===== src/hw/rtl/ppi_pkg.sv =====
`default_nettype none
// ----------------------------------------------------------------------------
// ppi_pkg
// Shared types and codes for the three-port parallel interface.
// ----------------------------------------------------------------------------
package ppi_pkg;

  // request codes
  localparam logic [2:0] REQ_READ   = 3'd0;
  localparam logic [2:0] REQ_WRITE  = 3'd1;
  localparam logic [2:0] REQ_STB_A  = 3'd2;
  localparam logic [2:0] REQ_STB_B  = 3'd3;
  localparam logic [2:0] REQ_DONE_A = 3'd4;
  localparam logic [2:0] REQ_DONE_B = 3'd5;

  // register offsets
  localparam logic [1:0] SEL_PORT_A = 2'd0;
  localparam logic [1:0] SEL_PORT_B = 2'd1;
  localparam logic [1:0] SEL_PORT_C = 2'd2;
  localparam logic [1:0] SEL_CTRL   = 2'd3;

  // handshake status bits
  localparam logic [7:0] ST_IRQB = 8'h01;
  localparam logic [7:0] ST_BUFB = 8'h02;
  localparam logic [7:0] ST_IENB = 8'h04;
  localparam logic [7:0] ST_IRQA = 8'h08;
  localparam logic [7:0] ST_IEAI = 8'h10;
  localparam logic [7:0] ST_IBFA = 8'h20;
  localparam logic [7:0] ST_IEAO = 8'h40;
  localparam logic [7:0] ST_OBEA = 8'h80;

  // port C bits taken over by status, per mode
  localparam logic [7:0] MASK_A_BIDIR = 8'hF8;
  localparam logic [7:0] MASK_A_IN    = 8'h38;
  localparam logic [7:0] MASK_A_OUT   = 8'hC8;
  localparam logic [7:0] MASK_B       = 8'h07;
  localparam logic [7:0] HI_NIB       = 8'hF0;
  localparam logic [7:0] LO_NIB       = 8'h0F;

  localparam logic [7:0] MODE_RESET = 8'h9B;

  typedef struct packed {
    logic [2:0] req_type;
    logic [1:0] reg_sel;
    logic [7:0] data_in;
    logic [7:0] pins_a;
    logic [7:0] pins_b;
    logic [7:0] pins_c;
  } ppi_item_t;

  typedef struct packed {
    logic [7:0] read_data;
    logic [7:0] port_a_out;
    logic [7:0] port_b_out;
    logic [7:0] port_c_out;
    logic       out_event_a;
    logic       out_event_b;
    logic       out_event_c;
    logic       read_ack_a;
    logic       read_ack_b;
    logic       irq_a;
    logic       irq_b;
  } ppi_result_t;

endpackage
`default_nettype wire


===== src/hw/rtl/ppi_if.sv =====
`default_nettype none
// ----------------------------------------------------------------------------
// ppi_if
// Valid/ready channels carrying request words and result words.
// ----------------------------------------------------------------------------
interface ppi_in_if;
  logic       valid;
  logic       ready;
  logic [2:0] req_type;
  logic [1:0] reg_sel;
  logic [7:0] data_in;
  logic [7:0] pins_a;
  logic [7:0] pins_b;
  logic [7:0] pins_c;

  modport source (output valid, req_type, reg_sel, data_in, pins_a, pins_b, pins_c,
                  input ready);
  modport sink (input valid, req_type, reg_sel, data_in, pins_a, pins_b, pins_c,
                output ready);
endinterface

interface ppi_out_if;
  logic       valid;
  logic       ready;
  logic [7:0] read_data;
  logic [7:0] port_a_out;
  logic [7:0] port_b_out;
  logic [7:0] port_c_out;
  logic       out_event_a;
  logic       out_event_b;
  logic       out_event_c;
  logic       read_ack_a;
  logic       read_ack_b;
  logic       irq_a;
  logic       irq_b;

  modport source (output valid, read_data, port_a_out, port_b_out, port_c_out,
                  out_event_a, out_event_b, out_event_c, read_ack_a, read_ack_b,
                  irq_a, irq_b,
                  input ready);
  modport sink (input valid, read_data, port_a_out, port_b_out, port_c_out,
                out_event_a, out_event_b, out_event_c, read_ack_a, read_ack_b,
                irq_a, irq_b,
                output ready);
endinterface
`default_nettype wire


===== src/hw/rtl/programmable_parallel_port_interface_top.sv =====
`default_nettype none
// ----------------------------------------------------------------------------
// programmable_parallel_port_interface_top
// Three-port parallel interface: request register, step logic, result register.
// ----------------------------------------------------------------------------
// A word passes the request register, a ppi_core step and the result register;
// ppi_core updates state once per step. Throughput: one word per cycle while
// out_ch takes results; a waiting result still lets one more word in.
// Reset (rst_n low, synchronous): mode word 0x9B (all ports input), status and
// all latches zero, request and result registers empty.
module programmable_parallel_port_interface_top (
  input  logic      clk,
  input  logic      rst_n,
  ppi_in_if.sink    in_ch,
  ppi_out_if.source out_ch
);
  import ppi_pkg::*;

  ppi_item_t   item_r;
  ppi_result_t res_r;
  ppi_result_t step_res;
  logic        stage_valid_r, stage_valid_nxt;
  logic        out_valid_r,   out_valid_nxt;
  logic        advance;
  logic        in_ready;
  logic        in_take;

  // handshake control
  assign advance  = stage_valid_r && (!out_valid_r || out_ch.ready);
  assign in_ready = !stage_valid_r || advance;
  assign in_take  = in_ch.valid && in_ready;
  assign in_ch.ready = in_ready;

  always_comb begin
    stage_valid_nxt = stage_valid_r;
    if (in_take)      stage_valid_nxt = 1'b1;
    else if (advance) stage_valid_nxt = 1'b0;
    out_valid_nxt = out_valid_r;
    if (advance)           out_valid_nxt = 1'b1;
    else if (out_ch.ready) out_valid_nxt = 1'b0;
  end

  always_ff @(posedge clk) begin
    if (!rst_n) begin
      stage_valid_r <= 1'b0;
      out_valid_r   <= 1'b0;
    end else begin
      stage_valid_r <= stage_valid_nxt;
      out_valid_r   <= out_valid_nxt;
    end
  end

  // request register
  always_ff @(posedge clk) begin
    if (in_take) begin
      item_r.req_type <= in_ch.req_type;
      item_r.reg_sel  <= in_ch.reg_sel;
      item_r.data_in  <= in_ch.data_in;
      item_r.pins_a   <= in_ch.pins_a;
      item_r.pins_b   <= in_ch.pins_b;
      item_r.pins_c   <= in_ch.pins_c;
    end
  end

  // step logic and state
  ppi_core u_core (
    .clk     (clk),
    .rst_n   (rst_n),
    .step_en (advance),
    .item    (item_r),
    .result  (step_res)
  );

  // result register
  always_ff @(posedge clk) begin
    if (advance) begin
      res_r <= step_res;
    end
  end

  assign out_ch.valid       = out_valid_r;
  assign out_ch.read_data   = res_r.read_data;
  assign out_ch.port_a_out  = res_r.port_a_out;
  assign out_ch.port_b_out  = res_r.port_b_out;
  assign out_ch.port_c_out  = res_r.port_c_out;
  assign out_ch.out_event_a = res_r.out_event_a;
  assign out_ch.out_event_b = res_r.out_event_b;
  assign out_ch.out_event_c = res_r.out_event_c;
  assign out_ch.read_ack_a  = res_r.read_ack_a;
  assign out_ch.read_ack_b  = res_r.read_ack_b;
  assign out_ch.irq_a       = res_r.irq_a;
  assign out_ch.irq_b       = res_r.irq_b;

  // a stepped word always shows up as a result
  a_step_to_out: assert property (@(posedge clk) disable iff (!rst_n)
    advance |=> out_valid_r)
    else $error("stepped word did not reach the result register");

  // full request register and stalled result hold off new words
  a_backpressure: assert property (@(posedge clk) disable iff (!rst_n)
    stage_valid_r && out_valid_r && !out_ch.ready |-> !in_ready)
    else $error("new word taken while both registers are full");

  // an accepted word lands in the request register
  a_take_to_stage: assert property (@(posedge clk) disable iff (!rst_n)
    in_take |=> stage_valid_r)
    else $error("accepted word not held in the request register");

endmodule
`default_nettype wire


===== src/hw/rtl/ppi_core.sv =====
`default_nettype none
// ----------------------------------------------------------------------------
// ppi_core
// Mode, latches and handshake status; one request word handled per step.
// ----------------------------------------------------------------------------
module ppi_core (
  input  logic               clk,
  input  logic               rst_n,
  input  logic               step_en,
  input  ppi_pkg::ppi_item_t item,
  output ppi_pkg::ppi_result_t result
);
  import ppi_pkg::*;

  logic [7:0] mode_r,   mode_nxt;
  logic [7:0] status_r, status_nxt;
  logic [7:0] in_a_r,   in_a_nxt;
  logic [7:0] out_a_r,  out_a_nxt;
  logic [7:0] in_b_r,   in_b_nxt;
  logic [7:0] out_b_r,  out_b_nxt;
  logic [7:0] out_c_r,  out_c_nxt;

  logic a_bidir, a_simple, a_input, cu_input, b_strobe, b_input, cl_input;
  logic [7:0] st_mask;
  logic [7:0] st_work;
  logic [7:0] bit_sel;
  logic [7:0] pc_view;
  logic       irq_go;

  // port C bits that show status in a given mode
  function automatic logic [7:0] mask_of(input logic [7:0] m);
    logic [7:0] k;
    k = 8'h00;
    if (m[6]) begin
      k = MASK_A_BIDIR;
    end else if (m[6:5] == 2'b01) begin
      k = m[4] ? MASK_A_IN : MASK_A_OUT;
    end
    if (m[2]) begin
      k = k | MASK_B;
    end
    return k;
  endfunction

  // recompute interrupt bits from enables and buffer flags
  function automatic logic [7:0] irq_fix(input logic [7:0] s, input logic [7:0] m);
    logic [7:0] t;
    logic       in_a;
    logic       out_a;
    logic       r;
    t     = s;
    in_a  = ((s & ST_IEAI) != 8'h00) && ((s & ST_IBFA) != 8'h00);
    out_a = ((s & ST_IEAO) != 8'h00) && ((s & ST_OBEA) != 8'h00);
    if (m[6] || (m[6:5] == 2'b01)) begin
      if (m[6]) r = in_a || out_a;
      else      r = m[4] ? in_a : out_a;
      t = r ? (t | ST_IRQA) : (t & ~ST_IRQA);
    end
    if (m[2]) begin
      r = ((t & ST_IENB) != 8'h00) && ((t & ST_BUFB) != 8'h00);
      t = r ? (t | ST_IRQB) : (t & ~ST_IRQB);
    end
    return t;
  endfunction

  // mode decode
  assign a_bidir  = mode_r[6];
  assign a_simple = (mode_r[6:5] == 2'b00);
  assign a_input  = mode_r[4];
  assign cu_input = mode_r[3];
  assign b_strobe = mode_r[2];
  assign b_input  = mode_r[1];
  assign cl_input = mode_r[0];
  assign st_mask  = mask_of(mode_r);
  assign bit_sel  = 8'h01 << item.data_in[3:1];

  // port C pins merged with output latch halves
  always_comb begin
    pc_view = item.pins_c;
    if (!cl_input) pc_view = (pc_view & HI_NIB) | (out_c_r & LO_NIB);
    if (!cu_input) pc_view = (pc_view & LO_NIB) | (out_c_r & HI_NIB);
  end

  // request handling
  always_comb begin
    mode_nxt   = mode_r;
    st_work    = status_r;
    in_a_nxt   = in_a_r;
    out_a_nxt  = out_a_r;
    in_b_nxt   = in_b_r;
    out_b_nxt  = out_b_r;
    out_c_nxt  = out_c_r;
    irq_go     = 1'b0;
    result     = '0;
    case (item.req_type)
      REQ_READ: begin
        case (item.reg_sel)
          SEL_PORT_A: begin
            if (!a_input && !a_bidir) begin
              result.read_data = out_a_r;
            end else if (a_simple) begin
              in_a_nxt         = item.pins_a;
              result.read_data = item.pins_a;
            end else begin
              st_work           = st_work & ~ST_IBFA;
              irq_go            = 1'b1;
              result.read_ack_a = 1'b1;
              result.read_data  = in_a_r;
            end
          end
          SEL_PORT_B: begin
            if (!b_input) begin
              result.read_data = out_b_r;
            end else if (!b_strobe) begin
              in_b_nxt         = item.pins_b;
              result.read_data = item.pins_b;
            end else begin
              st_work           = st_work & ~ST_BUFB;
              irq_go            = 1'b1;
              result.read_ack_b = 1'b1;
              result.read_data  = in_b_r;
            end
          end
          SEL_PORT_C: begin
            result.read_data = (status_r & st_mask) | (pc_view & ~st_mask);
          end
          default: begin
            result.read_data = mode_r | 8'h80;
          end
        endcase
      end
      REQ_WRITE: begin
        case (item.reg_sel)
          SEL_PORT_A: begin
            out_a_nxt = item.data_in;
            if (!a_input || a_bidir) begin
              result.out_event_a = 1'b1;
              if (!a_simple) begin
                st_work = st_work & ~ST_OBEA;
                irq_go  = 1'b1;
              end
            end
          end
          SEL_PORT_B: begin
            out_b_nxt = item.data_in;
            if (!b_input) begin
              result.out_event_b = 1'b1;
              if (b_strobe) begin
                st_work = st_work & ~ST_BUFB;
                irq_go  = 1'b1;
              end
            end
          end
          SEL_PORT_C: begin
            out_c_nxt          = item.data_in;
            result.out_event_c = !(cu_input && cl_input);
          end
          default: begin
            if (item.data_in[7]) begin
              // new mode clears output latches and status; interrupts come out clear
              mode_nxt  = item.data_in;
              out_a_nxt = 8'h00;
              out_b_nxt = 8'h00;
              out_c_nxt = 8'h00;
              st_work   = 8'h00;
            end else if ((st_mask & bit_sel) != 8'h00) begin
              st_work = item.data_in[0] ? (st_work | bit_sel) : (st_work & ~bit_sel);
              irq_go  = 1'b1;
            end else begin
              out_c_nxt = item.data_in[0] ? (out_c_r | bit_sel) : (out_c_r & ~bit_sel);
              result.out_event_c = !((cu_input && ((bit_sel & HI_NIB) != 8'h00)) ||
                                     (cl_input && ((bit_sel & LO_NIB) != 8'h00)));
            end
          end
        endcase
      end
      REQ_STB_A: begin
        if (!a_simple) begin
          in_a_nxt = item.data_in;
          if (a_input || a_bidir) begin
            st_work = st_work | ST_IBFA;
            irq_go  = 1'b1;
          end
        end
      end
      REQ_STB_B: begin
        if (b_strobe) begin
          in_b_nxt = item.data_in;
          if (b_input) begin
            st_work = st_work | ST_BUFB;
            irq_go  = 1'b1;
          end
        end
      end
      REQ_DONE_A: begin
        if (!a_simple && (!a_input || a_bidir)) begin
          st_work = st_work | ST_OBEA;
          irq_go  = 1'b1;
        end
      end
      REQ_DONE_B: begin
        if (b_strobe && !b_input) begin
          st_work = st_work | ST_BUFB;
          irq_go  = 1'b1;
        end
      end
      default: begin
      end
    endcase
    status_nxt        = irq_go ? irq_fix(st_work, mode_r) : st_work;
    result.port_a_out = out_a_nxt;
    result.port_b_out = out_b_nxt;
    result.port_c_out = out_c_nxt;
    result.irq_a      = (status_nxt & ST_IRQA) != 8'h00;
    result.irq_b      = (status_nxt & ST_IRQB) != 8'h00;
  end

  // state registers
  always_ff @(posedge clk) begin
    if (!rst_n) begin
      mode_r   <= MODE_RESET;
      status_r <= 8'h00;
      in_a_r   <= 8'h00;
      out_a_r  <= 8'h00;
      in_b_r   <= 8'h00;
      out_b_r  <= 8'h00;
      out_c_r  <= 8'h00;
    end else if (step_en) begin
      mode_r   <= mode_nxt;
      status_r <= status_nxt;
      in_a_r   <= in_a_nxt;
      out_a_r  <= out_a_nxt;
      in_b_r   <= in_b_nxt;
      out_b_r  <= out_b_nxt;
      out_c_r  <= out_c_nxt;
    end
  end

  // mode words always carry the mode-set flag
  a_mode_flag: assert property (@(posedge clk) disable iff (!rst_n) mode_r[7])
    else $error("mode word lost its mode-set flag");

  // status bits only live where the mode gives them a meaning
  a_status_in_mask: assert property (@(posedge clk) disable iff (!rst_n)
    (status_r & ~mask_of(mode_r)) == 8'h00)
    else $error("status bit set outside the mode's status mask");

  // a new mode leaves clean status and port C latch
  a_mode_clear: assert property (@(posedge clk) disable iff (!rst_n)
    step_en && (item.req_type == REQ_WRITE) && (item.reg_sel == SEL_CTRL) &&
    item.data_in[7] |=> (status_r == 8'h00) && (out_c_r == 8'h00))
    else $error("mode write did not clear status or port C latch");

endmodule
`default_nettype wire


===== src/flat_wrapper.sv =====
// flat-port wrapper written by rule: the top's interface ports become plain ports
module programmable_parallel_port_interface_top_flat import ppi_pkg::*;
  (clk, rst_n, in_ch_valid, in_ch_req_type, in_ch_reg_sel, in_ch_data_in, in_ch_pins_a, in_ch_pins_b, in_ch_pins_c, in_ch_ready, out_ch_valid, out_ch_read_data, out_ch_port_a_out, out_ch_port_b_out, out_ch_port_c_out, out_ch_out_event_a, out_ch_out_event_b, out_ch_out_event_c, out_ch_read_ack_a, out_ch_read_ack_b, out_ch_irq_a, out_ch_irq_b, out_ch_ready);
  ppi_in_if in_ch_i ();
  ppi_out_if out_ch_i ();
  input  logic clk;
  input  logic rst_n;
  input wire logic [$bits(in_ch_i.valid)-1:0] in_ch_valid;
  input wire logic [$bits(in_ch_i.req_type)-1:0] in_ch_req_type;
  input wire logic [$bits(in_ch_i.reg_sel)-1:0] in_ch_reg_sel;
  input wire logic [$bits(in_ch_i.data_in)-1:0] in_ch_data_in;
  input wire logic [$bits(in_ch_i.pins_a)-1:0] in_ch_pins_a;
  input wire logic [$bits(in_ch_i.pins_b)-1:0] in_ch_pins_b;
  input wire logic [$bits(in_ch_i.pins_c)-1:0] in_ch_pins_c;
  output wire logic [$bits(in_ch_i.ready)-1:0] in_ch_ready;
  output wire logic [$bits(out_ch_i.valid)-1:0] out_ch_valid;
  output wire logic [$bits(out_ch_i.read_data)-1:0] out_ch_read_data;
  output wire logic [$bits(out_ch_i.port_a_out)-1:0] out_ch_port_a_out;
  output wire logic [$bits(out_ch_i.port_b_out)-1:0] out_ch_port_b_out;
  output wire logic [$bits(out_ch_i.port_c_out)-1:0] out_ch_port_c_out;
  output wire logic [$bits(out_ch_i.out_event_a)-1:0] out_ch_out_event_a;
  output wire logic [$bits(out_ch_i.out_event_b)-1:0] out_ch_out_event_b;
  output wire logic [$bits(out_ch_i.out_event_c)-1:0] out_ch_out_event_c;
  output wire logic [$bits(out_ch_i.read_ack_a)-1:0] out_ch_read_ack_a;
  output wire logic [$bits(out_ch_i.read_ack_b)-1:0] out_ch_read_ack_b;
  output wire logic [$bits(out_ch_i.irq_a)-1:0] out_ch_irq_a;
  output wire logic [$bits(out_ch_i.irq_b)-1:0] out_ch_irq_b;
  input wire logic [$bits(out_ch_i.ready)-1:0] out_ch_ready;
  assign in_ch_i.valid = in_ch_valid;
  assign in_ch_i.req_type = in_ch_req_type;
  assign in_ch_i.reg_sel = in_ch_reg_sel;
  assign in_ch_i.data_in = in_ch_data_in;
  assign in_ch_i.pins_a = in_ch_pins_a;
  assign in_ch_i.pins_b = in_ch_pins_b;
  assign in_ch_i.pins_c = in_ch_pins_c;
  assign in_ch_ready = in_ch_i.ready;
  assign out_ch_valid = out_ch_i.valid;
  assign out_ch_read_data = out_ch_i.read_data;
  assign out_ch_port_a_out = out_ch_i.port_a_out;
  assign out_ch_port_b_out = out_ch_i.port_b_out;
  assign out_ch_port_c_out = out_ch_i.port_c_out;
  assign out_ch_out_event_a = out_ch_i.out_event_a;
  assign out_ch_out_event_b = out_ch_i.out_event_b;
  assign out_ch_out_event_c = out_ch_i.out_event_c;
  assign out_ch_read_ack_a = out_ch_i.read_ack_a;
  assign out_ch_read_ack_b = out_ch_i.read_ack_b;
  assign out_ch_irq_a = out_ch_i.irq_a;
  assign out_ch_irq_b = out_ch_i.irq_b;
  assign out_ch_i.ready = out_ch_ready;
  programmable_parallel_port_interface_top u_core (.clk(clk), .rst_n(rst_n), .in_ch(in_ch_i), .out_ch(out_ch_i));
endmodule

===== config.mk =====
export PLATFORM = sky130hd
export DESIGN_NAME = programmable_parallel_port_interface_top_flat
export DESIGN_NICKNAME = d
export VERILOG_FILES = /design/src/hw/rtl/ppi_pkg.sv /design/src/hw/rtl/ppi_if.sv /design/src/hw/rtl/programmable_parallel_port_interface_top.sv /design/src/hw/rtl/ppi_core.sv /design/src/flat_wrapper.sv
export SDC_FILE = /design/constraint.sdc
export NUM_CORES = 1
export LEC_CHECK = 0
export ABC_AREA = 1
export BUFFER_PORTS_ARGS = -buffer_cell sky130_fd_sc_hd__buf_2
export CORE_ASPECT_RATIO = 1.1
export CORE_MARGIN = 1
export CORE_UTILIZATION = 37
export CTS_BUF_LIST = sky130_fd_sc_hd__clkbuf_4 sky130_fd_sc_hd__clkbuf_8 sky130_fd_sc_hd__clkbuf_16
export DETAILED_ROUTE_END_ITERATION = 16
export PLACE_DENSITY = 0.69
export RECOVER_POWER = 100
export SLEW_MARGIN = 10
export SYNTH_ARGS = -nofsm -noshare
export SYNTH_HDL_FRONTEND = slang
export SYNTH_HIERARCHICAL = 1
export SYNTH_SLANG_ARGS = --single-unit

===== constraint.sdc =====
create_clock -name clk -period 4.9 [get_ports clk]
set_input_delay 1.225 -clock clk [delete_from_list [all_inputs] [get_ports clk]]
set_output_delay 1.225 -clock clk [all_outputs]
set_load 0.05 [all_outputs]

# [After elaboration in Yosys (flattened, before gate mapping)]
# Index checks and enable logic that the tools add are counted.
[word_totals] elab_cells=184 register_bits=133
[op_classes] mux=83 bitwise=13 eq_ne=14 n_shift=1 reduce_logical=47
[op_table] cell="8-bit two-way mux" count=29
[op_table] cell="8-bit one-hot mux with 2 select lines" count=5
[op_table] cell="8-bit one-hot mux with 3 select lines" count=2
[op_table] cell="8-bit one-hot mux with 6 select lines" count=1
[op_table] cell="8-bit bitwise AND" count=5
[op_table] cell="1-bit two-way mux" count=27
[op_table] cell="6-bit two-way mux" count=4
[op_table] cell="8-bit OR" count=3
[op_table] cell="8-bit nonzero test" count=3
[op_table] cell="8-bit inverter" count=2
[op_table] cell="2-bit two-way mux" count=6
[op_table] cell="4-bit two-way mux" count=3
[op_table] cell="2-bit != test, second input constant" count=6
[op_table] cell="6-bit one-hot mux with 2 select lines" count=1
[op_table] cell="1-bit logical AND" count=11
[op_table] cell="5-bit AND reduction" count=2
[op_table] cell="1-bit zero test" count=8
[op_table] cell="4-bit by 8-bit OR with 8-bit output" count=1
[op_table] cell="8-bit by 4-bit OR with 8-bit output" count=1
[op_table] cell="2-bit AND reduction" count=4
[op_table] cell="2-bit nonzero test" count=4
[op_table] cell="1-bit by 3-bit left shift with 8-bit output, first input constant" count=1
[op_table] cell="1-bit logical OR" count=7
[op_table] cell="3-bit by 2-bit == test with 1-bit output, second input constant" count=2
[op_table] cell="14 further kinds" count=20

# [Depth between registers and ports, before layout]
[logic_depth] ltp_word=20 ltp_mapped=14 depth_no_buf=14

# [Modules after synthesis]
# Netlist, hierarchy kept.
[by_module_without_submodules] module="ppi_core" n_inst=1 cells_per_inst=738 seq_area_each_um2=1101.1 area_each_um2=4404.2
[by_module_without_submodules] module="programmable_parallel_port_interface_top" n_inst=1 cells_per_inst=89 seq_area_each_um2=2322.2 area_each_um2=2377.3

# [Worst setup path before layout]
# No wires, ideal clock.
[synth_timing] kind="input-to-reg" from="in out_ch_ready" to="reg u_core.u_core.mode_r[0]" arrival_time_ns=5.155 path_slack_ns=-0.390 n_path_buf=1 required_time_ns=4.764 path_stages=6 setup_ns=0.136 cell_sequence="inv_1 -> a21oi_1 -> clkinv_1 -> nor4_2 -> buf_2 -> o211ai_1"
[synth_via] elab_chain_cells=3
[synth_rtl] element="start: declaration" line_no="flat_wrapper.sv:28" source="input wire logic [$bits(out_ch_i.ready)-1:0] out_ch_ready;"
[synth_rtl] element="1-bit logical OR" line_no="programmable_parallel_port_interface_top.sv:29" source="assign advance = stage_valid_r && (!out_valid_r || out_ch.ready);"
[synth_rtl] element="1-bit logical AND" line_no="programmable_parallel_port_interface_top.sv:29"
[synth_rtl] element="net u_core.advance" line_no="programmable_parallel_port_interface_top.sv:24" source="logic advance;"
[synth_rtl] element="4-bit AND reduction (no line)"
[synth_rtl] element="end signal: assignment" line_no="ppi_core.sv:229" source="mode_r <= mode_nxt;"
[synth_rtl] element="end: declaration" line_no="ppi_core.sv:15" source="logic [7:0] mode_r, mode_nxt;"
# The timed path passes the listed nets, and every way through them passes these cells.
# A chain may end at the register's enable or synchronous reset.

==> flow_summary.toml <==
[timing]
slew_headroom_pct = -15.9
final_hold_viol_count = 0
period_share_pct = 69.3
finalSetupViolCount = 0
worst_pin_slew_ns = 1.72
fmax_mhz = 295
finClkSkew_ns = 0.00892
slew_viol_final = 15
setup_tns_ns = 0
fin_crit_ns = 3.40
fin_ws_ns = 1.50
rsz0062_at_grt = "no"

[clock_tree]
post_cts_buffers = 0
clk_latency_ns = 0.43
cts_tree = "done"
clockRootBuffer = "clkbuf_16"
cts_htree_levels = 4
cts_hold_buf = 0
cts_resized = 0
cts.path.max_buffers = 2
cts.clk_slew.worst_paths_ns = 0.06
cts_buffers = 17
clock_sinks = 133

[placement]
gp_congestion = 0.959
dpl_cell_area_sq_um = 7330
dpl.hpwl_um = 13600
pre_cts_slack_ns = 1.65
io_buffer_count = 81

[power]
p_clk_share_pct = 44.5
p_int_mw = 2.14
p_per_area_nw_per_um2 = 375
pwr-share-comb_pct = 11.5
p_sw_share_pct = 26.9
switching_power_mw = 0.790
seq_power_share_pct = 44.0
p_leak_nw = 3.22
ir_drop_mv = 0.235

[layout]
fin_nets = 933
drive_above_1_share_pct = 9.32
area_growth_pct = 15.4
post-route-cell-area_sq_um = 7820
n_antenna_cell = 0

[yosys]
synthTopCellsByArea = "edfxtp_1 (34%), dfxtp_1 (17%), nand2_1 (8.6%)"
yosysWarnings = 6
synth_common_cells = "nand2_1 (156), o21ai_0 (103), inv_1 (101)"
yosys.area.top_type = "edfxtp_1"
syn_area_sq_um = 6780
synthFlopType = "edfxtp_1"
syn_nets = 872
synthArstFlopShare_pct = 0
synth_cell_type_count = 36
yosysMostFrequentCell = "nand2_1"
syn_area_per_cell_sq_um = 8.20
synth_seq_cells = 133
yosysSeqAreaShare_pct = 50.5
synth_top_area_share_pct = 33.7
synth-edff-count = 76
netlist_instances = 827

[floorplanning]
core_sq_um = 17800
num_rows = 51
die_h_um = 144
start_util_pct = 38.1
pin_count = 82
die-area_sq_um = 18900
die_w_um = 131

[grt]
grt_pass1_vias = 5531
grt_first_pass_wirelength_um = 30200
antenna_found_initial = 0
grt_start_max_net_pins = 62
track_usage_pct = 21.7
grt_overflow = 0

[routing]
initialDrtViolationCount = 658
drtPass1Iterations = 6
vias = 6237
drt-total-wl_um = 19800
drc = 0
detail_route.wl_per_cell_um = 17.4
routed_via_density = 5.48
drtAntennaViolNets = 0

[setup_path]
crit_required_ns = 5.22
crit_path_start_kind = "flop"
critPathKind = "flop to flop"
worstPathArrival_ns = 3.72
crit_fanout = 26
end_kind = "flop"

[run_status]
violations = "capacitance limit, slew limit"
outcome = "complete, but fails checks"

[min_path]
hold_class = "flop to flop"

[run]
max_cap_violations = 1
==> layout make-up <==
| cell class | count | area, sq um |
|---|---|---|
| flip-flops and latches | 133 | 3420 |
| repair buffers | 88 | 400 |
| clock inverters | 14 | 178 |
| clock buffers | 18 | 433 |
| well taps | 238 | 298 |
| fillers | 1806 | 9980 |
| multi-input cells | 540 | 2690 |
| inverters | 108 | 405 |
==> worst max-delay path: stages, from the launching register on <==
cell and delay, ns:
edfxtp_1 0.43, ha_1 0.24, inv_1 0.61, nor2_1 0.42, nor2_1 1.01, o22ai_1 0.27, o21ai_0 0.25, inv_1 0.06
==> power groups by stage <==
stage | clock network (mW) | logic [mW] | registers, mW
6_report | 1.31 | 0.336 | 1.29
5_1_grt | 1.38 | 0.364 | 1.30
4_1_cts | 1.33 | 0.341 | 1.29
3_5_place_dp | 0 | 0.340 | 1.31
3_3_place_gp | 0 | 0.336 | 1.31
2_1_floorplan | 0 | 0.190 | 1.35
==> layout by cell type (no fill, tap or decap), drive strengths merged <==
master / synthesis / routed
nand2: 157 / 157
o21ai: 108 / 108
inv: 103 / 106
a21oi: 84 / 84
edfxtp: 76 / 76
clkbuf: 23 / 62
dfxtp: 57 / 57
nor2: 49 / 49
nand3: 44 / 44
buf: 23 / 44
o22ai: 20 / 20
a22oi: 15 / 15
a211oi: 15 / 15
o211ai: 14 / 14
nor3: 11 / 11
clkinv: 5 / 9
a31oi: 8 / 8
nand4: 5 / 5
clkinvlp: 0 / 4
ha: 4 / 4
bufinv: 0 / 3
a221oi: 2 / 2
o2111ai: 1 / 1
o221ai: 1 / 1
a41oi: 1 / 1
nor4: 1 / 1
==> metrics by stage <==
| step | hold WS [ns] | total power, mW | cells | util (%) |
|---|---|---|---|---|
| after floorplan | 0.479 | 1.54 | 827 | - |
| after global placement | 0.487 | 1.65 | 1107 | 41.2 |
| after detailed placement | 0.494 | 1.65 | 1107 | 41.2 |
| after CTS | 0.504 | 2.96 | 1139 | 44.6 |
| after global routing | 0.506 | 3.04 | 1139 | 43.9 |
| final | 0.479 | 2.93 | 1139 | 43.9 |
==> path summary, 6_finish.rpt <==
check                  startpoint  cells after the start  slack, ns                       end
min reg2reg  u_core/stage_valid_r                      2       0.48       u_core/out_ch.valid
max             u_core/item_r[32]                      7       1.50  u_core/u_core/out_b_r[0]
max reg2reg     u_core/item_r[32]                      7       1.50  u_core/u_core/out_b_r[0]
min          u_core/stage_valid_r                      2       0.48       u_core/out_ch.valid
==> routing by layer <==
| layer | up-vias | routed length (um) | track usage [%] |
|---|---|---|---|
| met5 | - | 0 | 0 |
| li1 | 2983 | - | - |
| met4 | 0 | 789 | 12.9 |
| met3 | 44 | 1710 | 4.40 |
| met1 | 2859 | 8440 | 29.6 |
| met2 | 351 | 8870 | 31.7 |
==> registers in the layout, summed over array words and instances (netlist names), 7 cells and up <==
signal,count
u_core/out_ch.port_b_out,8
u_core/item_r,37
u_core/u_core/in_b_r,8
u_core/u_core/out_c_r,8
u_core/u_core/status_r,8
u_core/out_ch.port_a_out,8
u_core/u_core/out_b_r,8
u_core/out_ch.port_c_out,8
u_core/u_core/out_a_r,8
u_core/u_core/mode_r,7
u_core/u_core/in_a_r,8
u_core/out_ch.read_data,8
==> cell families after synthesis <==
kind of cell	after synthesis	share of synthesized area (%)
buffers and inverters	154	9.19
flip-flops	133	50.5
adder cells (fa/ha/maj)	4	0.738
AO/OA/AOI/OAI	269	22.6
AND/OR/NAND/NOR	267	17.0
Note: power is estimated with default switching activity, not from simulation.
